`src/rtl/core/lppc_pkg.sv`:
```
// Shared types and constants for the lossless pixel predictor codec.
// No dependencies; every other file in rtl/core imports this package.
`default_nettype none

package lppc_pkg;

  localparam int MAX_ROW_LENGTH = 4096;
  localparam int COL_W          = $clog2(MAX_ROW_LENGTH);
  localparam int LEN_W          = 17;   // compare width, holds any row length setting
  localparam int CHAN_W         = 8;
  localparam int PIX_W          = 3 * CHAN_W;
  localparam int ROW_LEN_CFG_W  = 13;
  localparam int PRED_W         = 4;

  localparam logic [ROW_LEN_CFG_W-1:0] ROW_LENGTH_RST = ROW_LEN_CFG_W'(4096);

  // Register indexes (byte address bits [3:2])
  localparam logic [1:0] REG_DIRECTION  = 2'd0;
  localparam logic [1:0] REG_PREDICTOR  = 2'd1;
  localparam logic [1:0] REG_ROW_LENGTH = 2'd2;

  localparam logic DIR_ENCODE = 1'b0;
  localparam logic DIR_DECODE = 1'b1;

  // Predictor codes
  localparam logic [PRED_W-1:0] PRED_NONE   = 4'd0;
  localparam logic [PRED_W-1:0] PRED_W_ONLY = 4'd1;
  localparam logic [PRED_W-1:0] PRED_N_ONLY = 4'd2;
  localparam logic [PRED_W-1:0] PRED_NW     = 4'd3;
  localparam logic [PRED_W-1:0] PRED_PLANE  = 4'd4;
  localparam logic [PRED_W-1:0] PRED_N_HWD  = 4'd5;
  localparam logic [PRED_W-1:0] PRED_W_HND  = 4'd6;
  localparam logic [PRED_W-1:0] PRED_AVG    = 4'd7;
  localparam logic [PRED_W-1:0] PRED_MED    = 4'd8;

  // Position of one pixel within the image
  typedef struct packed {
    logic [COL_W-1:0] col;
    logic             top;
  } lppc_pos_t;

endpackage

`default_nettype wire

```
`src/rtl/core/lppc_colctl.sv`:
```
// Column and top-row tracker for the pixel stream.
// Depends on lppc_pkg.
`default_nettype none

module lppc_colctl (
  input  wire logic                                  clk,
  input  wire logic                                  rst_n,
  input  wire logic                                  adv,
  input  wire logic                                  sof,
  input  wire logic [lppc_pkg::ROW_LEN_CFG_W-1:0]    row_length,
  output lppc_pkg::lppc_pos_t                        pos
);
  import lppc_pkg::*;

  logic [COL_W-1:0] col_r, col_nxt;
  logic             top_r, top_nxt;
  logic [LEN_W-1:0] len_eff;
  logic [LEN_W-1:0] col_ext;
  logic [LEN_W-1:0] col_inc;

  // clamp row length to 1..MAX_ROW_LENGTH
  always_comb begin
    len_eff = LEN_W'(row_length);
    if (len_eff == '0) begin
      len_eff = LEN_W'(1);
    end else if (len_eff > LEN_W'(MAX_ROW_LENGTH)) begin
      len_eff = LEN_W'(MAX_ROW_LENGTH);
    end
  end

  // position of the pixel being accepted now
  always_comb begin
    col_ext = LEN_W'(col_r);
    if (sof) begin
      pos.col = '0;
      pos.top = 1'b1;
    end else if (col_ext >= len_eff) begin
      pos.col = '0;           // row shortened mid-row
      pos.top = 1'b0;
    end else begin
      pos.col = col_r;
      pos.top = top_r;
    end
  end

  always_comb begin
    col_inc = LEN_W'(pos.col) + LEN_W'(1);
    if (col_inc >= len_eff) begin
      col_nxt = '0;
      top_nxt = 1'b0;
    end else begin
      col_nxt = col_inc[COL_W-1:0];
      top_nxt = pos.top;
    end
  end

  always_ff @(posedge clk) begin
    if (!rst_n) begin
      col_r <= '0;
      top_r <= 1'b1;
    end else if (adv) begin
      col_r <= col_nxt;
      top_r <= top_nxt;
    end
  end

endmodule

`default_nettype wire

```
`config.mk`:
```
export PLATFORM = sky130hd
export DESIGN_NAME = lppc_colctl
export DESIGN_NICKNAME = d
export VERILOG_FILES = /design/src/rtl/core/lppc_pkg.sv /design/src/rtl/core/lppc_colctl.sv
export SDC_FILE = /design/constraint.sdc
export NUM_CORES = 1
export LEC_CHECK = 0
export BUFFER_PORTS_ARGS = -buffer_cell sky130_fd_sc_hd__buf_4
export CAP_MARGIN = 20
export CORE_AREA = 2 2 64 66
export DETAILED_ROUTE_END_ITERATION = 12
export DIE_AREA = 0 0 66 68
export PLACE_DENSITY = 0.59
export RECOVER_POWER = 100
export SYNTH_ARGS = -nofsm -noshare
export SYNTH_HDL_FRONTEND = slang
export SYNTH_SLANG_ARGS = --single-unit
```
`constraint.sdc`:
```
create_clock -name clk -period 7.2 [get_ports clk]
set_clock_uncertainty 0.05 [all_clocks]
set_input_delay 1.44 -clock clk [delete_from_list [all_inputs] [get_ports clk]]
set_output_delay 1.44 -clock clk [all_outputs]
set_load 0.005 [all_outputs]
```
# After elaboration in Yosys (flattened, before gate mapping)
# Index checks and enable logic that the tools add are counted.
# totals
regBits,13
input_bits,17
out_inout_bits,13
elab_cells,13
# classes
n_addsub,1
magnitude_cmp,3
mux,6
n_reduce_logical,1
# op_table
operator,count
2-to-1 mux 13 bit,4
>= comparator 12 x 17 -> 1 bit,1
>= comparator 13 x 17 -> 1 bit,1
"adder 12 x 1 -> 13 bit, second input constant",1
"greater-than comparator 13 bit, second input constant",1
zero test 13 bit,1
2-to-1 mux 12 bit,1
2-to-1 mux 1 bit,1

# Longest topological paths before layout
# Gate-level depths: netlist of the first run.
# depth
depth_word,9
depth_mapped,21
mapped_depth_nobuf,18

# Worst setup path after synthesis of the first run
# OpenSTA, ideal clock, no wires.
# synth_timing
path_kind,in2reg
start,input port row_length[12] (netlist bit)
end,register col_r[11]
setup_time_ps,87
t_arrival_ps,5271
required_ps,7063
path_slack_ps,1792
path_stages,19
n_path_buf,4
path_cell_list,inv_1 > clkbuf_1 > nand2_1 > ha_1 > and4_1 > a211o_1 > a21o_1 > clkbuf_1 > clkbuf_1 > nor2_1 > ha_1 > nand4_1 > nor4_1 > or3_1 > o41a_1 > a211oi_4 > buf_6 > nand2_4 > o31ai_1
# synth_between
elab_chain_cells,9
word_cells_on_any_way,10
classes_between,1 x add/sub; 3 x order compare; 5 x mux; 1 x reduce/logical
# synth_lines
item,line_no,text
"start, declared",lppc_colctl.sv:10,"input wire logic [lppc_pkg::ROW_LEN_CFG_W-1:0] row_length,"
greater-than comparator 13 bit,lppc_colctl.sv:26,end else if (len_eff > LEN_W'(MAX_ROW_LENGTH)) begin
2-to-1 mux 13 bit,lppc_colctl.sv:26,
2-to-1 mux 13 bit (*),lppc_colctl.sv:24,if (len_eff == '0) begin
>= comparator 12 x 17 -> 1 bit,lppc_colctl.sv:37,end else if (col_ext >= len_eff) begin
2-to-1 mux 13 bit,lppc_colctl.sv:37,
2-to-1 mux 13 bit,lppc_colctl.sv:34,if (sof) begin
adder 12 x 1 -> 13 bit,lppc_colctl.sv:47,col_inc = LEN_W'(pos.col) + LEN_W'(1);
>= comparator 13 x 17 -> 1 bit,lppc_colctl.sv:48,if (col_inc >= len_eff) begin
2-to-1 mux 12 bit (*),lppc_colctl.sv:48,
"end signal, assigned",lppc_colctl.sv:62,col_r <= col_nxt;
"end, declared",lppc_colctl.sv:15,"logic [COL_W-1:0] col_r, col_nxt;"
# Every way passes the cells marked *; elsewhere a longest branch is shown, timed or not.
# A chain may end at the register's enable or synchronous reset.

# Worst setup path after layout of the first run
# Same ends and word-level chain as after synthesis.

==> results of run 1 <==
-- through the flow --
stage / total power [mW] / cells
finish: 0.196 / 289
global route: 0.208 / 289
CTS: 0.198 / 289
detailed placement: 0.131 / 285
global placement: 0.131 / 285
floorplan: 0.112 / 210
-- logic make-up after synthesis --
kind of cell	count (synthesis)	synth area share
xor gates and xnor gates	6	0.0354
DFF	13	0.175
buffers and inverters	20	0.0556
AOI/OAI and AO/OA	55	0.239
adders and majority gates	25	0.210
and+or+nand+nor	91	0.285
-- flip-flops by register name (all words and copies together) (netlist names) --
register	count
top_r	1
col_r	12
-- critical path: stages --
cell and delay [ns]:
sky130_fd_sc_hd__clkbuf_1 0.12, sky130_fd_sc_hd__inv_1 0.31, sky130_fd_sc_hd__nand2_1 0.17, sky130_fd_sc_hd__ha_1 0.34, sky130_fd_sc_hd__and4_1 0.35, sky130_fd_sc_hd__a211o_1 0.25
sky130_fd_sc_hd__a21o_1 0.53, sky130_fd_sc_hd__a21oi_1 0.14, sky130_fd_sc_hd__ha_1 0.25, sky130_fd_sc_hd__or3_1 0.36, sky130_fd_sc_hd__o31a_1 0.31, sky130_fd_sc_hd__o41a_1 0.44
sky130_fd_sc_hd__a211oi_4 0.48, sky130_fd_sc_hd__nand2_1 0.30, sky130_fd_sc_hd__o31ai_1 0.24
-- layout make-up --
cell class	count	area (sq um)
fill	423	2080
inverter	16	60.1
clock buffer	4	45.0
timing repair buffer	29	214
sequential	13	260
tap	50	62.6
multi-input combinational	177	1140
-- Yosys cell counts (all sizes together) --
cell type | number | area (sq um)
a21oi | 24 | 120
nor2b | 3 | 18.8
nand2 | 30 | 120
o22ai | 5 | 31.3
clkbuf | 3 | 11.3
xnor2 | 2 | 17.5
nor3 | 2 | 10.0
nand2b | 1 | 6.26
o31ai | 3 | 22.5
a31oi | 3 | 18.8
buf | 1 | 11.3
o31a | 1 | 8.76
nor2 | 27 | 101
a21o | 3 | 22.5
xor2 | 4 | 35.0
ha | 25 | 313
nor4 | 4 | 25.0
nand3 | 9 | 45.0
and2 | 5 | 31.3
o311ai | 1 | 8.76
or3 | 2 | 12.5
inv | 16 | 60.1
a211o | 1 | 8.76
a22o | 2 | 17.5
o2bb2ai | 2 | 17.5
o21ai | 5 | 25.0
nand4 | 5 | 31.3
and4 | 1 | 8.76
o21a | 1 | 7.51
dfxtp | 13 | 260
a211oi | 1 | 20.0
o41a | 1 | 11.3
o211ai | 2 | 15.0
and3 | 2 | 12.5
-- worst paths after layout --
path | from | slack (ns) | cells past startpoint | endpoint
setup / recovery | row_length[12] | 1.25 | 15 | col_r[11]
hold / removal | top_r | 0.45 | 2 | top_r
setup reg to reg | col_r[0] | 2.57 | 15 | col_r[11]
hold reg to reg | top_r | 0.45 | 2 | top_r
-- per-layer routing --
metal	vias to the layer above	global-route usage	part of all wire
li1	815	-	-
met1	721	0.290	0.49
met2	38	0.322	0.44
met3	8	0.0280	0.051
met4	0	0.0791	0.025
met5	-	0	0
-- where the power goes --
group          switching, mW  leakage (nW)  internal [mW]  total, mW
Sequential           0.00245         0.105         0.0736     0.0760
Clock                 0.0282        0.0228         0.0391     0.0673
Combinational         0.0313         0.671         0.0214     0.0527
Total                 0.0619         0.799          0.134      0.196
==> impl_metrics.tcl, run 1 <==
set metrics [dict create \
    timing.fmax_ghz 0.168 \
    power_density_nw_per_um2 110 \
    synth.net_count 252 \
    vias 1582 \
    slew_headroom 0.528 \
    final-hold-violation-count 0 \
    least_margin_pin_slew_ns 0.703 \
    drv.max_cap_violation_count 0 \
    layout.cells.most_common "sky130_fd_sc_hd__nand2_1" \
    postLayoutSetupSlackWorst_ns 1.25 \
    coreArea_sq_um 3860 \
    yosys.cell_types.count 35 \
    port_buffers 29 \
    setup_total_negative_slack_ns 0 \
    detail-route-antenna-nets 0 \
    postLayoutCellArea_sq_um 1780 \
    final_min_period_over_clock_period 0.826 \
    place_hpwl_mm 3.56 \
    warning_count_from_the_yosys_run 0 \
    gpl.final_weighted_congestion 0.920 \
    drcViolationCount 0 \
    initial_core_util 0.385 \
    synth_seq_cells 13 \
    clock_buffers_created_by_tritoncts 3 \
    fp-row-count 23 \
    cts.path.max_buffers 2 \
    first_global_vias 1512 \
    fin_crit_ns 5.95 \
    cts_resized 0 \
    avgSynthCellArea_sq_um 7.08 \
    fp.dieArea_sq_um 4490 \
    layout-area-overhead-vs-synth_pct 19.6 \
    dp_slack_ns 1.18 \
    globalRouteOverflowTotal 0 \
    tritoncts_clock_tree "yes" \
    place_area_sq_um 1740 \
    cts_root_buffer "sky130_fd_sc_hd__clkbuf_8" \
    top_library_cells_by_usage_in_the_layout_fill_and_taps_aside "sky130_fd_sc_hd__nand2_1, sky130_fd_sc_hd__nor2_1, sky130_fd_sc_hd__ha_1" \
    synth_seq_area_share 0.175 \
    worst_setup_hold_path_clk_slew_ns 0.06 \
    io_pins 30 \
    grt_setup_unrepaired "false" \
    fraction_of_final_layout_cells_with_drive_strength_greater_than_1 0.134 \
    setup_viol 0 \
    critPathLaunchType "input pin" \
    worstPathRequired_ns 7.30 \
    setup.worst_path.class "in2reg" \
    number_of_drc_markers_after_the_initial_detailed_route_iteration 118 \
    worst_ep_arrival_ns 6.05 \
    global_route_wire_length_before_repair_mm 7.07 \
    synth.cell_area_sq_um 1490 \
    clock_latency_on_the_worst_skew_pair_ns 0.24 \
    hold_path.class "reg2reg" \
    cp_max_fo 20 \
    global_route.usage.total 0.207 \
    peakVddDrop_v 0.0000866 \
    layout.core_utilization 0.461 \
    run_status "complete, no violations" \
    cts-htree-levels 1 \
    die_width_um 66 \
    initial_antenna_violation_count 0 \
    setup_fix_bufs_post_cts 0 \
    finalHoldWorstSlack_ns 0.452 \
    syn_inst 210 \
    largest_net_degree_at_the_start_of_global_routing 21 \
    fin_nets 282 \
    wl_mm 4.36 \
    power.leakage_nw 0.799 \
    detail_route.first_pass.iterations 4 \
    postCtsHoldBufs 0 \
    setup.worst_path.end_class "flop" \
    number_of_diodes 0 \
    drt-vias-per-instance 5.47 \
    wl_per_cell_um 15.1 \
    report.final.slew_viol_count 0 \
    clock-sinks 13 \
    chipHeight_um 68 \
]
No activity file was read; power rests on OpenSTA's default activity.
==> run 2, diff against run 1 <==
==> constraint.sdc (replaced) <==
create_clock -name clk -period 5.8 [get_ports clk]
set_clock_uncertainty 0.05 [all_clocks]
set_input_delay 1.16 -clock clk [delete_from_list [all_inputs] [get_ports clk]]
set_output_delay 1.16 -clock clk [all_outputs]
set_load 0.005 [all_outputs]
==> run 2 against run 1 <==
  * Critical path depth increased by 5
  * Sequential power grew 24%
  * Power increased by 27%
  * Core utilization grew 1.0 points
  * Design area increased by 2.2%
==> impl_metrics.tcl, run 2 (synthesis gave the netlist of run 1 again) <==
set metrics [dict create \
    run_status "complete, no violations" \
    clock_buffers_created_by_tritoncts 3 \
    layout-area-overhead-vs-synth_pct 22.2 \
    cts_root_buffer "sky130_fd_sc_hd__clkbuf_8" \
    worst_ep_arrival_ns 5.37 \
    layout.cells.most_common "sky130_fd_sc_hd__nand2_1" \
    min_delay_path_depth 2 \
    timing.fmax_ghz 0.190 \
    filler_cell_count 413 \
    io_pins 30 \
    number_of_diodes 0 \
    top_library_cells_by_usage_in_the_layout_fill_and_taps_aside "sky130_fd_sc_hd__nand2_1, sky130_fd_sc_hd__nor2_1, sky130_fd_sc_hd__ha_1" \
    wl_mm 4.31 \
    postLayoutSetupSlackWorst_ns 0.539 \
    layout.core_utilization 0.471 \
    cp_max_fo 13 \
    clock_latency_on_the_worst_skew_pair_ns 0.25 \
    final_min_period_over_clock_period 0.907 \
    layout.area.seq_sq_um 260 \
    fp-row-count 23 \
    port_buffers 29 \
    die_width_um 66 \
    detail-route-antenna-nets 0 \
    number_of_drc_markers_after_the_initial_detailed_route_iteration 67 \
    fraction_of_final_layout_cells_with_drive_strength_greater_than_1 0.140 \
    cts_resized 0 \
    global_route_wire_length_before_repair_mm 6.76 \
    setup.worst_path.class "in2reg" \
    setup_fix_bufs_post_cts 0 \
    power_density_nw_per_um2 137 \
    largest_net_degree_at_the_start_of_global_routing 14 \
    setup_viol 0 \
    coreArea_sq_um 3860 \
    report.final.slew_viol_count 0 \
    finalHoldWorstSlack_ns 0.457 \
    top_register_by_number_of_flip_flops "col_r" \
    clock-sinks 13 \
    drv.max_cap_violation_count 0 \
    multi_input_comb_area_sq_um 1140 \
    peakVddDrop_v 0.000122 \
    initial_antenna_violation_count 0 \
    path_depth_of_the_worst_reg2reg_path 18 \
    dp_slack_ns 0.471 \
    worstPathRequired_ns 5.91 \
    reg_top3 "col_r (12), top_r (1)" \
    grt_setup_unrepaired "false" \
    place_hpwl_mm 3.64 \
    global_route.usage.total 0.202 \
    least_margin_pin_slew_ns 0.586 \
    first_global_vias 1407 \
    fin_nets 286 \
    tritoncts_clock_tree "yes" \
    place_area_sq_um 1790 \
    fin_total_pwr_mw 0.249 \
    globalRouteOverflowTotal 0 \
    setup.worst_path.end_class "flop" \
    hold_path.class "reg2reg" \
    cts-htree-levels 1 \
    worst_setup_hold_path_clk_slew_ns 0.06 \
    largest_register_ffs 12 \
    setup_total_negative_slack_ns 0 \
    detail_route.first_pass.iterations 5 \
    postLayoutCellArea_sq_um 1820 \
    power.leakage_nw 0.819 \
    critPathLaunchType "input pin" \
    fp.dieArea_sq_um 4490 \
    drt-vias-per-instance 5.37 \
    initial_core_util 0.385 \
    fin_crit_ns 5.26 \
    gpl.final_weighted_congestion 0.902 \
    cts.path.max_buffers 2 \
    drcViolationCount 0 \
    postCtsHoldBufs 0 \
    slew_headroom 0.608 \
    final-hold-violation-count 0 \
    vias 1574 \
    placedCellCount 289 \
    wl_per_cell_um 14.7 \
    layout.cells.non_filler 293 \
    chipHeight_um 68 \
]
==> run 2: cell types whose count changed in the layout (fill, tap and decap cells not counted) <==
| cell | change |
|---|---|
| sky130_fd_sc_hd__buf_4 | +1 |
| sky130_fd_sc_hd__clkbuf_1 | +3 |
| sky130_fd_sc_hd__clkbuf_4 | -1 |
| sky130_fd_sc_hd__nand2_4 | +1 |
| sky130_fd_sc_hd__nand2_1 | -1 |
| sky130_fd_sc_hd__buf_12 | +1 |
==> run 2: worst max-delay path: stages <==
cell	delay, ns
sky130_fd_sc_hd__clkbuf_1	0.11
sky130_fd_sc_hd__inv_1	0.32
sky130_fd_sc_hd__nand2_1	0.20
sky130_fd_sc_hd__ha_1	0.33
sky130_fd_sc_hd__nand2_1	0.06
sky130_fd_sc_hd__o21ai_0	0.15
sky130_fd_sc_hd__nand4_1	0.16
sky130_fd_sc_hd__nand2_1	0.17
sky130_fd_sc_hd__a21o_1	0.15
sky130_fd_sc_hd__clkbuf_1	0.42
sky130_fd_sc_hd__nor2_1	0.17
sky130_fd_sc_hd__ha_1	0.34
sky130_fd_sc_hd__nand3_1	0.10
sky130_fd_sc_hd__nor4_1	0.05
sky130_fd_sc_hd__or3_1	0.33
sky130_fd_sc_hd__o41a_1	0.48
sky130_fd_sc_hd__a211oi_4	0.23
sky130_fd_sc_hd__buf_12	0.17
sky130_fd_sc_hd__nand2_4	0.08
sky130_fd_sc_hd__o31ai_1	0.18
==> run 2: cell type report <==
class / instances / share of cell area
timing repair buffer: 33 / 0.135
inverter: 16 / 0.0331
sequential: 13 / 0.143
tap: 50 / 0.0344
multi-input combinational: 177 / 0.629
clock buffer: 4 / 0.0248
==> run 2: layer usage <==
metal,track usage,up-vias,share of wire
met3,0.0313,8,0.065
met4,0.0740,0,0.025
li1,-,821,-
met5,0,-,0
met1,0.283,700,0.48
met2,0.313,45,0.43
==> run 2: path summary, 6_finish.rpt <==
kind,start,end,slack (ns)
hold reg to reg,top_r,top_r,0.46
setup reg to reg,col_r[0],col_r[10],1.53
setup / recovery,row_length[12],col_r[10],0.54
hold / removal,top_r,top_r,0.46
==> run 2: power by group <==
part           total, mW  internal, mW  leakage (nW)  switching, mW
Sequential        0.0944        0.0913         0.105        0.00309
Clock             0.0846        0.0486        0.0228         0.0359
Combinational     0.0700        0.0298         0.691         0.0402
Total              0.249         0.170         0.819         0.0792
