## src/rtl/core/lppc_pkg.sv

```systemverilog
// Shared types and constants for the lossless pixel predictor codec.
// No dependencies; every other file in rtl/core imports this package.
`default_nettype none

package lppc_pkg;

  localparam int MAX_ROW_LENGTH = 4096;
  localparam int COL_W          = $clog2(MAX_ROW_LENGTH);
  localparam int LEN_W          = 17;   // compare width, holds any row length setting
  localparam int CHAN_W         = 8;
  localparam int PIX_W          = 3 * CHAN_W;
  localparam int ROW_LEN_CFG_W  = 13;
  localparam int PRED_W         = 4;

  localparam logic [ROW_LEN_CFG_W-1:0] ROW_LENGTH_RST = ROW_LEN_CFG_W'(4096);

  // Register indexes (byte address bits [3:2])
  localparam logic [1:0] REG_DIRECTION  = 2'd0;
  localparam logic [1:0] REG_PREDICTOR  = 2'd1;
  localparam logic [1:0] REG_ROW_LENGTH = 2'd2;

  localparam logic DIR_ENCODE = 1'b0;
  localparam logic DIR_DECODE = 1'b1;

  // Predictor codes
  localparam logic [PRED_W-1:0] PRED_NONE   = 4'd0;
  localparam logic [PRED_W-1:0] PRED_W_ONLY = 4'd1;
  localparam logic [PRED_W-1:0] PRED_N_ONLY = 4'd2;
  localparam logic [PRED_W-1:0] PRED_NW     = 4'd3;
  localparam logic [PRED_W-1:0] PRED_PLANE  = 4'd4;
  localparam logic [PRED_W-1:0] PRED_N_HWD  = 4'd5;
  localparam logic [PRED_W-1:0] PRED_W_HND  = 4'd6;
  localparam logic [PRED_W-1:0] PRED_AVG    = 4'd7;
  localparam logic [PRED_W-1:0] PRED_MED    = 4'd8;

  // Position of one pixel within the image
  typedef struct packed {
    logic [COL_W-1:0] col;
    logic             top;
  } lppc_pos_t;

endpackage

`default_nettype wire

```

## src/rtl/core/lppc_predict.sv

```systemverilog
// One-channel predictor with encode/decode arithmetic.
// Depends on lppc_pkg.
`default_nettype none

module lppc_predict (
  input  wire logic                          direction,
  input  wire logic [lppc_pkg::PRED_W-1:0]   pred_sel,
  input  wire logic [lppc_pkg::CHAN_W-1:0]   w,
  input  wire logic [lppc_pkg::CHAN_W-1:0]   n,
  input  wire logic [lppc_pkg::CHAN_W-1:0]   nw,
  input  wire logic [lppc_pkg::CHAN_W-1:0]   v,
  output logic      [lppc_pkg::CHAN_W-1:0]   res,
  output logic      [lppc_pkg::CHAN_W-1:0]   pix
);
  import lppc_pkg::*;

  logic signed [9:0] ws, ns, nws;
  logic signed [9:0] d_wnw, d_nnw;
  logic signed [9:0] h_wnw, h_nnw;   // halves, truncated toward zero
  logic signed [9:0] plane;
  logic [CHAN_W-1:0] mx, mn;
  logic signed [9:0] pred;

  always_comb begin
    ws    = 10'(signed'({2'b00, w}));
    ns    = 10'(signed'({2'b00, n}));
    nws   = 10'(signed'({2'b00, nw}));
    d_wnw = ws - nws;
    d_nnw = ns - nws;
    h_wnw = (d_wnw + 10'(signed'({9'b0, d_wnw[9]}))) >>> 1;
    h_nnw = (d_nnw + 10'(signed'({9'b0, d_nnw[9]}))) >>> 1;
    plane = ns + ws - nws;
    mx    = (w > n) ? w : n;
    mn    = (w > n) ? n : w;
  end

  always_comb begin
    unique case (pred_sel)
      PRED_W_ONLY: pred = ws;
      PRED_N_ONLY: pred = ns;
      PRED_NW:     pred = nws;
      PRED_PLANE:  pred = plane;
      PRED_N_HWD:  pred = ns + h_wnw;
      PRED_W_HND:  pred = ws + h_nnw;
      PRED_AVG:    pred = (ns + ws) >>> 1;
      PRED_MED: begin
        if (nw >= mx) begin
          pred = 10'(signed'({2'b00, mn}));
        end else if (nw <= mn) begin
          pred = 10'(signed'({2'b00, mx}));
        end else begin
          pred = plane;
        end
      end
      default:     pred = '0;   // none, and unused codes
    endcase
  end

  // everything is mod 256, so only the low byte of the prediction matters
  always_comb begin
    if (direction == DIR_DECODE) begin
      res = v + pred[CHAN_W-1:0];
      pix = res;
    end else begin
      res = v - pred[CHAN_W-1:0];
      pix = v;
    end
  end

endmodule

`default_nettype wire

```

## config.mk

```make
export PLATFORM = sky130hd
export DESIGN_NAME = lppc_predict
export DESIGN_NICKNAME = d
export VERILOG_FILES = /design/src/rtl/core/lppc_pkg.sv /design/src/rtl/core/lppc_predict.sv
export SDC_FILE = /design/constraint.sdc
export NUM_CORES = 1
export LEC_CHECK = 0
export BUFFER_PORTS_ARGS = -buffer_cell sky130_fd_sc_hd__buf_2
export CAP_MARGIN = 20
export CORE_UTILIZATION = 50
export DETAILED_ROUTE_END_ITERATION = 10
export PLACE_DENSITY = 0.71
export RECOVER_POWER = 25
export SLEW_MARGIN = 10
export SYNTH_ARGS = -nofsm -noshare
export SYNTH_HDL_FRONTEND = slang
export SYNTH_SLANG_ARGS = --single-unit
```

## constraint.sdc

```tcl
create_clock -name vclk -period 9.3
set_clock_uncertainty 0.2 [all_clocks]
set_input_delay 0.93 -clock vclk [all_inputs]
set_output_delay 0.93 -clock vclk [all_outputs]
set_load 0.05 [all_outputs]
```

# Word level (Yosys, flattened, before mapping)
# Index checks and enable logic that the tools add are counted.
# totals
regBits	0
# op_classes
addsub	10
magnitude_cmp	3
mux	7
eq_ne	8
# ops
op	n
$pmux 8 s8	1
$mux 8	6
$add 8x8->8	3
$add 9x2->9	2
$sub 8x8->9	2
$eq 4x3->1 const B	4
$sub 8x8->8	2
$add 8x8->9	1
$eq 4x2->1 const B	2
$ge 8x8->1	1
$gt 8x8->1	1
$le 8x8->1	1
$eq 4x1->1 const B	1
$eq 4x4->1 const B	1

# Longest topological paths before layout
# Gate-level depths: netlist (run 1).
# logic_depth
depth_word	8
depth_mapped	32
mapped_depth_nobuf	32

# Least setup slack after synthesis (run 1)
# Ideal clock, no wire load.
# synth_timing
path_type	input to output
startpoint	input n[1] (netlist name)
endpoint	output res[7] (netlist name)
arrival_ps	6674
setup_slack_ps	1496
required_time_ps	8170
cell_stages	28
n_path_buf	2
cell_sequence	inv_1 ha_1 nor2b_1 o211ai_1 a21oi_1 o22ai_1 clkbuf_1 nor2_1 a21oi_1 ha_1 nor2b_1 o211ai_1 a21oi_1 o21ai_1 clkbuf_1 mux2_2 mux2i_1 a21oi_1 ha_1 a21o_1 a21o_1 a21o_1 a21o_1 a21oi_1 nor2b_1 o31ai_1 xnor2_1 xnor2_1
# synth_between
elab_chain_len	8
# synth_lines
element	line	source
from (decl)	lppc_predict.sv:9	input wire logic [lppc_pkg::CHAN_W-1:0] n,
parallel branches: the longest is 5 deep, another holds $sub 8x8->9	--	
$pmux 8 s8 *	lppc_predict.sv:38	unique case (pred_sel)
$sub 8x8->8 / $add 8x8->8 (equally long branches)	lppc_predict.sv:65, lppc_predict.sv:62	
$mux 8 *	lppc_predict.sv:61	if (direction == DIR_DECODE) begin
to (decl)	lppc_predict.sv:12	output logic [lppc_pkg::CHAN_W-1:0] res,
# Mark *: on every way between the ends.

# Worst setup path after layout (run 1)
# layout_timing
startpoint	input w[0] (netlist name)
endpoint	output res[7] (netlist name)
# layout_between
elab_chain_len	8
# layout_lines
element	line	source
from (decl)	lppc_predict.sv:8	input wire logic [lppc_pkg::CHAN_W-1:0] w,
parallel branches: the longest is 5 deep, another holds $sub 8x8->9	--	
$pmux 8 s8 *	lppc_predict.sv:38	
$sub 8x8->8 / $add 8x8->8 (equally long branches)	lppc_predict.sv:65, lppc_predict.sv:62	
$mux 8 *	lppc_predict.sv:61	
# Marked as above.

==> results of run 1 <==
[cell usage in the layout (no fill, tap or decap), types with 4 or more instances in the layout]
cell,n
ha_1,86
a21oi_1,60
nor2_1,53
buf_2,50
inv_1,46
xnor2_1,39
o21ai_0,29
nand2_1,27
xor2_1,21
mux2i_1,18
nor2b_1,13
a21o_1,12
nor3_1,10
nand3_1,9
o21bai_1,9
o21a_1,9
nand2b_1,8
a22oi_1,8
fa_1,8
mux2_2,7
nand4_1,7
o22ai_1,6
a211oi_1,6
o31ai_1,4
[final cells by class]
class / instances / share of cell area
inverters: 46 / 0.03942
well taps: 102 / 0.02913
repair buffers: 55 / 0.06312
multi-input cells: 493 / 0.8683
[worst paths after layout]
kind | from | endpoint | slack (ns) | cells past startpoint
max | w[0] | res[7] | 0.78 | 32
min | v[7] | pix[7] | 2.04 | 3
[cell families after synthesis]
family	Yosys count	share of synthesized area
compound gates	165	0.2578
xor+xnor	60	0.1303
fa+ha+maj	94	0.3065
buf+inv	61	0.05707
mux	26	0.06979
simple gates	148	0.1787
[report_power, final]
part	switching (uW)	internal, uW	total [uW]
logic	366	221	587
clock network	0	0	0
registers	0	0	0
total	366	221	587
[worst max-delay path, delay by kind of cell]
| family | cells | cell delay [ns] |
|---|---|---|
| AOI/OAI and AO/OA | 16 | 3.07 |
| buffers and inverters | 5 | 0.71 |
| and+or+nand+nor | 2 | 0.36 |
| adders and majority gates | 5 | 1.63 |
| muxes | 1 | 0.14 |
| xor gates and xnor gates | 3 | 0.55 |
[routing by layer]
layer | up-vias | wire length (um)
met5 | - | 0
met2 | 186 | 5697
met1 | 2008 | 5358
met4 | 0 | 325
li1 | 2063 | -
met3 | 31 | 891
[stage by stage]
| stage | util | hold WS, ns | instances | instance area (um^2) | setup slack, ns |
|---|---|---|---|---|---|
| after floorplan | - | 1.927 | 554 | 4034 | 1.496 |
| after global placement | 0.5644 | 2.020 | 696 | 4384 | 1.035 |
| after detailed placement | 0.5644 | 2.036 | 696 | 4384 | 0.8391 |
| after CTS | 0.5644 | 2.037 | 696 | 4384 | 0.8107 |
| after global routing | 0.5640 | 2.039 | 696 | 4380 | 0.1286 |
| final | 0.5640 | 2.036 | 696 | 4380 | 0.7789 |
==> impl_metrics.tcl, run 1 <==
set metrics [dict create \
    status "completed" \
    first_pass_grt_wire_length_um 19900 \
    floorplan.rows 32 \
    synth_top_cells_by_area "ha_1 (27%), xnor2_1 (8.5%), a21oi_1 (7.4%)" \
    slew_headroom 0.3576 \
    setup_repair_after_global_routing_missed_its_margin "false" \
    postRouteAntennaNets 0 \
    grt_pass1_vias 4127 \
    setup-tns-final_ns 0 \
    mappedNetlistNets 685 \
    die_y_um 91.82 \
    timing.critical_path.slowest_cell_delay_ns 0.46 \
    globalRouteMet2Util 0.5107 \
    critPathCaptureType "output pin" \
    p_per_area_nw_per_um2 134.1 \
    critical_path.slowest_cell "fa_1" \
    cts.repair_timing.setup_buffer_count 0 \
    portBuffers 53 \
    synth_seq_area_share 0 \
    drc 0 \
    gp_congestion 1.063 \
    max_freq_ghz 0.1174 \
    synth_top_area_frac 0.2667 \
    cts_hold_buffers 0 \
    grt_util_all_layers 0.2937 \
    synthesis.yosys.warnings 0 \
    timing.final.hold_violations 0 \
    report.final.slew_viol_count 0 \
    cp-start-kind "primary input" \
    top_usage_layer "met2" \
    netlist.top_cell.by_area "ha_1" \
    detail_route.vias_per_cell 6.161 \
    areaGrowthSynthToFinish_pct 8.592 \
    detailed_place_hpwl_um 10500 \
    multiInputGateArea_um2 3804 \
    post-synth-top-count-cell "ha_1" \
    path_max_fanout 5 \
    worst-slew-pin-transition_ns 0.9502 \
    register_area_um2 0 \
    count_of_cell_types_in_the_netlist 54 \
    clockBufferCount 0 \
    grt_util_met3 0.02985 \
    setup_viol 0 \
    wirelength_um 12270 \
    antenna_found_initial 0 \
    worst_path_most_repeated_cell "a21oi_1" \
    detail_route.iter0.violations 423 \
    grt_max_degree 25 \
    worst-setup-path-type "in -> out" \
    drt_pre_antenna_iters 5 \
    post_drt_wl_per_cell_um 17.63 \
    required_ns 8.17 \
    inserted_diodes 0 \
    fin_total_pwr_uw 587.2 \
    die-width_um 91.82 \
    post_synthesis_instance_total 554 \
    grt_util_met1 0.3850 \
    critical_path_arrival_ns 7.39 \
    initial_core_util 0.5193 \
    final.min_clock_period_ns 8.521 \
    design.final.nets 727 \
    worst_ir_drop_vdd_uv 60.83 \
    seq_cells 0 \
    synth_commonest_cells "ha_1 (86), a21oi_1 (60), nor2_1 (53), inv_1 (46), xnor2_1 (39)" \
    die_area_um2 8431 \
    max_cap_viol_count 0 \
    power.leakage_uw 0.002100 \
    grt_remaining_overflow 0 \
    num_vias 4288 \
    hold_class "in -> out" \
    io_pins 53 \
    cts_repair_resize_count 0 \
    fillers 791 \
    share_of_post_route_cells_with_drive_strength_above_1 0.1162 \
    finalCritPeriodShare 0.9162 \
    syn_avg_cell_area_um2 7.281 \
    design.core.area_um2 7767 \
    netlist_area_um2 4034 \
]
No activity file was read; power rests on OpenSTA's default activity.
==> run 2: changes to the inputs <==
Clock period 9.3 ns to 9.9 ns, I/O delays scaled along.
==> run 2 against run 1 <==
Compared with the run above: critical path depth did not move; cell area did not move; via count fell by 1.8%; sequential share of layout area did not move; total power fell by 7.3%; clock-buffer cell count did not move; die area did not move; final cell count did not move; sequential cell count did not move; combinational power fell by 7.3%; global-route usage fell by 0.24 points; critical endpoint unchanged; largest cell class unchanged.
==> impl_metrics.tcl, run 2 (synthesized netlist as in run 1, its figures left out) <==
set metrics [dict create \
    floorplan.rows 32 \
    most_frequent_standard_cell_in_the_layout_excluding_fill_and_tap_cells "ha_1" \
    num_vias 4212 \
    final_instance_area_um2 4380 \
    design.final.nets 727 \
    max_cap_viol_count 0 \
    cts.repair_timing.setup_buffer_count 0 \
    die_area_um2 8431 \
    seq_cells 0 \
    grt_pass1_vias 4173 \
    cts_repair_resize_count 0 \
    p_per_area_nw_per_um2 124.3 \
    hold_class "in -> out" \
    gp_congestion 0.9773 \
    wirelength_um 11780 \
    setup-tns-final_ns 0 \
    final.min_clock_period_ns 8.675 \
    worst-slew-pin-transition_ns 0.9553 \
    detail_route.vias_per_cell 6.052 \
    antenna_found_initial 0 \
    worst_ir_drop_vdd_uv 63.76 \
    critical_path_arrival_ns 7.48 \
    drt_pre_antenna_iters 7 \
    postLayoutCoreUtil 0.5640 \
    final_cells 696 \
    grt_remaining_overflow 0 \
    critical_path.slowest_cell "a21oi_1" \
    path_max_fanout 5 \
    slew_headroom 0.3589 \
    max_freq_ghz 0.1153 \
    detailed_place_hpwl_um 10170 \
    worst_path_most_repeated_cell "a21oi_1" \
    grt_util_all_layers 0.2913 \
    post-place-cells 696 \
    power.leakage_uw 0.002100 \
    first_pass_grt_wire_length_um 19910 \
    required_ns 8.71 \
    io_pins 53 \
    worst-setup-path-type "in -> out" \
    drc 0 \
    layout_common_cells "ha_1 (86), a21oi_1 (60), nor2_1 (53)" \
    finalCritPeriodShare 0.8762 \
    grt_max_degree 25 \
    report.final.slew_viol_count 0 \
    initial_core_util 0.5193 \
    placed_cell_area_um2 4384 \
    clockBufferCount 0 \
    share_of_post_route_cells_with_drive_strength_above_1 0.1162 \
    post_drt_wl_per_cell_um 16.93 \
    areaGrowthSynthToFinish_pct 8.592 \
    portBuffers 53 \
    setup_repair_after_global_routing_missed_its_margin "false" \
    postRouteAntennaNets 0 \
    status "completed" \
    timing.critical_path.slowest_cell_delay_ns 0.48 \
    timing.final.hold_violations 0 \
    register_area_um2 0 \
    die-width_um 91.82 \
    detail_route.iter0.violations 356 \
    inserted_diodes 0 \
    die_y_um 91.82 \
    critPathCaptureType "output pin" \
    cts_hold_buffers 0 \
    design.core.area_um2 7767 \
    cp-start-kind "primary input" \
    setup_viol 0 \
]
==> run 2: cell counts in the layout (fill, tap and decap cells not counted) <==
No cell type changed its count.
==> run 2: final timing paths <==
kind | start | to | slack [ns] | cells past startpoint
hold / removal | v[7] | pix[7] | 2.14 | 3
setup / recovery | w[0] | res[7] | 1.23 | 32
==> run 2: per-layer routing <==
metal | vias up | track usage | routed length, um
met1 | 1968 | 0.3822 | 5233
li1 | 2060 | - | -
met4 | 0 | 0.08333 | 333
met3 | 26 | 0.02239 | 774
met2 | 158 | 0.5088 | 5439
met5 | - | 0 | 0
==> run 2: worst max-delay path, delay by kind of cell <==
family / cells / cell delay, ns
multiplexers: 1 / 0.13
XOR/XNOR: 3 / 0.58
adder cells (fa/ha/maj): 5 / 1.62
AO/OA/AOI/OAI: 16 / 3.20
buffers and inverters: 5 / 0.64
AND/OR/NAND/NOR: 2 / 0.35
==> run 2: final cells by class <==
class	count	area, um^2
Inverter	46	172.7
Fill cell	796	3387
Timing Repair Buffer	55	276.5
Tap cell	102	127.6
Multi-Input combinational cell	493	3804
==> run 2: where the power goes <==
| part | leakage [uW] | switching (uW) | total, uW | internal, uW |
|---|---|---|---|---|
| combinational | 0.00210 | 338 | 544 | 207 |
| clock | 0 | 0 | 0 | 0 |
| sequential | 0 | 0 | 0 | 0 |
==> run 2: through the flow <==
| stage | total power [uW] | hold slack [ns] | worst slack [ns] |
|---|---|---|---|
| after CTS | 541.1 | 2.146 | 1.299 |
| after global routing | 603.1 | 2.154 | 0.6612 |
| after floorplan | 417.0 | 2.047 | 1.976 |
| after global placement | 528.5 | 2.142 | 1.492 |
| final | 544.4 | 2.145 | 1.225 |
| after detailed placement | 538.6 | 2.145 | 1.315 |
==> run 3: changes to the inputs <==
==> constraint.sdc (replaced) <==
create_clock -name vclk -period 9.9
set_clock_uncertainty 0.2 [all_clocks]
set_input_delay 0.495 -clock vclk [all_inputs]
set_output_delay 0.495 -clock vclk [all_outputs]
set_load 0.05 [all_outputs]
==> run 3 against run 2 <==
Compared with the run above: hold slack got worse by 0.99 ns; critical path depth decreased by 2; final cell count decreased by 0.14%; setup slack improved by 0.35 ns; clock-buffer cell count unchanged; highest routed layer unchanged; critical endpoint unchanged; total power about the same; wire length decreased by 1.2%; sequential cell count unchanged.
==> impl_metrics.tcl, run 3 (synthesized netlist as in run 1, its figures left out) <==
set metrics [dict create \
    status "completed" \
    cts_hold_buffers 0 \
    cts_repair_resize_count 0 \
    first_pass_grt_wire_length_um 19090 \
    setup_viol 0 \
    gp_congestion 0.9585 \
    worst_ir_drop_vdd_uv 68.32 \
    design.core.area_um2 7767 \
    share_of_post_route_cells_with_drive_strength_above_1 0.1147 \
    portBuffers 53 \
    p_per_area_nw_per_um2 124.5 \
    num_vias 4095 \
    final.min_clock_period_ns 8.324 \
    timing.critical_path.max_delay_family "compound AO/OA/AOI/OAI gates" \
    placed_cell_area_um2 4377 \
    drt_pre_antenna_iters 5 \
    inserted_diodes 0 \
    setup_repair_after_global_routing_missed_its_margin "false" \
    worst-setup-path-type "in -> out" \
    hold_start "v[7]" \
    wirelength_um 11640 \
    power.leakage_uw 0.002094 \
    critPathCaptureType "output pin" \
    detail_route.vias_per_cell 5.892 \
    path_max_fanout 14 \
    clockBufferCount 0 \
    register_area_um2 0 \
    worst_path_most_repeated_cell "a21oi_1" \
    most_frequent_standard_cell_in_the_layout_excluding_fill_and_tap_cells "ha_1" \
    detail_route.iter0.violations 390 \
    max_cap_viol_count 0 \
    worst-slew-pin-transition_ns 1.440 \
    setup-tns-final_ns 0 \
    timing.critical_path.slowest_cell_delay_ns 1.10 \
    antenna_found_initial 0 \
    critPathBufInv 4 \
    io_pins 53 \
    finalCritPeriodShare 0.8408 \
    die_area_um2 8431 \
    grt_pass1_vias 3779 \
    final_instance_area_um2 4370 \
    whs_path_depth 3 \
    grt_util_all_layers 0.2807 \
    cts.repair_timing.setup_buffer_count 0 \
    floorplan.rows 32 \
    areaGrowthSynthToFinish_pct 8.344 \
    design.final.nets 726 \
    critical_path_arrival_ns 7.63 \
    drc 0 \
    max_freq_ghz 0.1201 \
    slew_headroom 0.02973 \
    hold_class "in -> out" \
    grt_max_degree 25 \
    seq_cells 0 \
    post_drt_wl_per_cell_um 16.75 \
    cp-start-kind "primary input" \
    report.final.slew_viol_count 0 \
    die_y_um 91.82 \
    layout_common_cells "ha_1 (86), a21oi_1 (60), nor2_1 (53)" \
    required_ns 9.21 \
    whs_endpoint "pix[7]" \
    detailed_place_hpwl_um 10170 \
    die-width_um 91.82 \
    timing.final.hold_violations 0 \
    initial_core_util 0.5193 \
    postRouteAntennaNets 0 \
    grt_remaining_overflow 0 \
    critical_path.slowest_cell "o21ai_0" \
]
## run 3: cell types whose count changed in the layout (fill, tap and decap cells not counted), sizes merged
cell	before	now
buf	52	51
## run 3: worst min-delay path, stage by stage
cell    delay, ns
buf_2        0.10
xor2_1       0.06
buf_2        0.20
## run 3: report_power, final
part | switching, uW | internal (uW) | total [uW]
clock | 0 | 0 | 0
sequential | 0 | 0 | 0
combinational | 338 | 206 | 544
## run 3: cell type report
cell class / instances / area (um^2)
fillers: 780 / 3397
well taps: 102 / 127.6
inverters: 46 / 172.7
repair buffers: 54 / 266.5
multi-input cells: 493 / 3804
## run 3: through the flow
| step | total power (uW) | hold WS (ns) | setup WS, ns | util | std cells |
|---|---|---|---|---|---|
| finish | 544.2 | 1.154 | 1.576 | 0.5627 | 695 |
| global route | 599.8 | 1.171 | 0.8617 | 0.5627 | 695 |
| CTS | 541.2 | 1.154 | 2.185 | 0.5635 | 695 |
| detailed placement | 538.6 | 1.154 | 2.184 | 0.5635 | 695 |
| global placement | 530.2 | 1.150 | 2.224 | 0.5625 | 694 |
| floorplan | 417.0 | 1.057 | 2.966 | - | 554 |
## run 3: routing by layer
layer  vias up  track usage  part of all wire
met2       127       0.4831              0.46
met4         0      0.02474             0.010
met1      1899       0.4052              0.47
met3         8     0.005804             0.058
met5         -            0                 0
li1       2061            -                 -
## run 3: worst max path at each step
stage	from	cells after the start	endpoint	slack, ns
finish	n[1]	30	res[7]	1.58
global route	n[1]	30	res[7]	0.86
CTS	n[1]	30	res[7]	2.18
detailed placement	n[1]	30	res[7]	2.18
global placement	n[1]	29	res[7]	2.22
floorplan	n[1]	28	res[7]	2.97
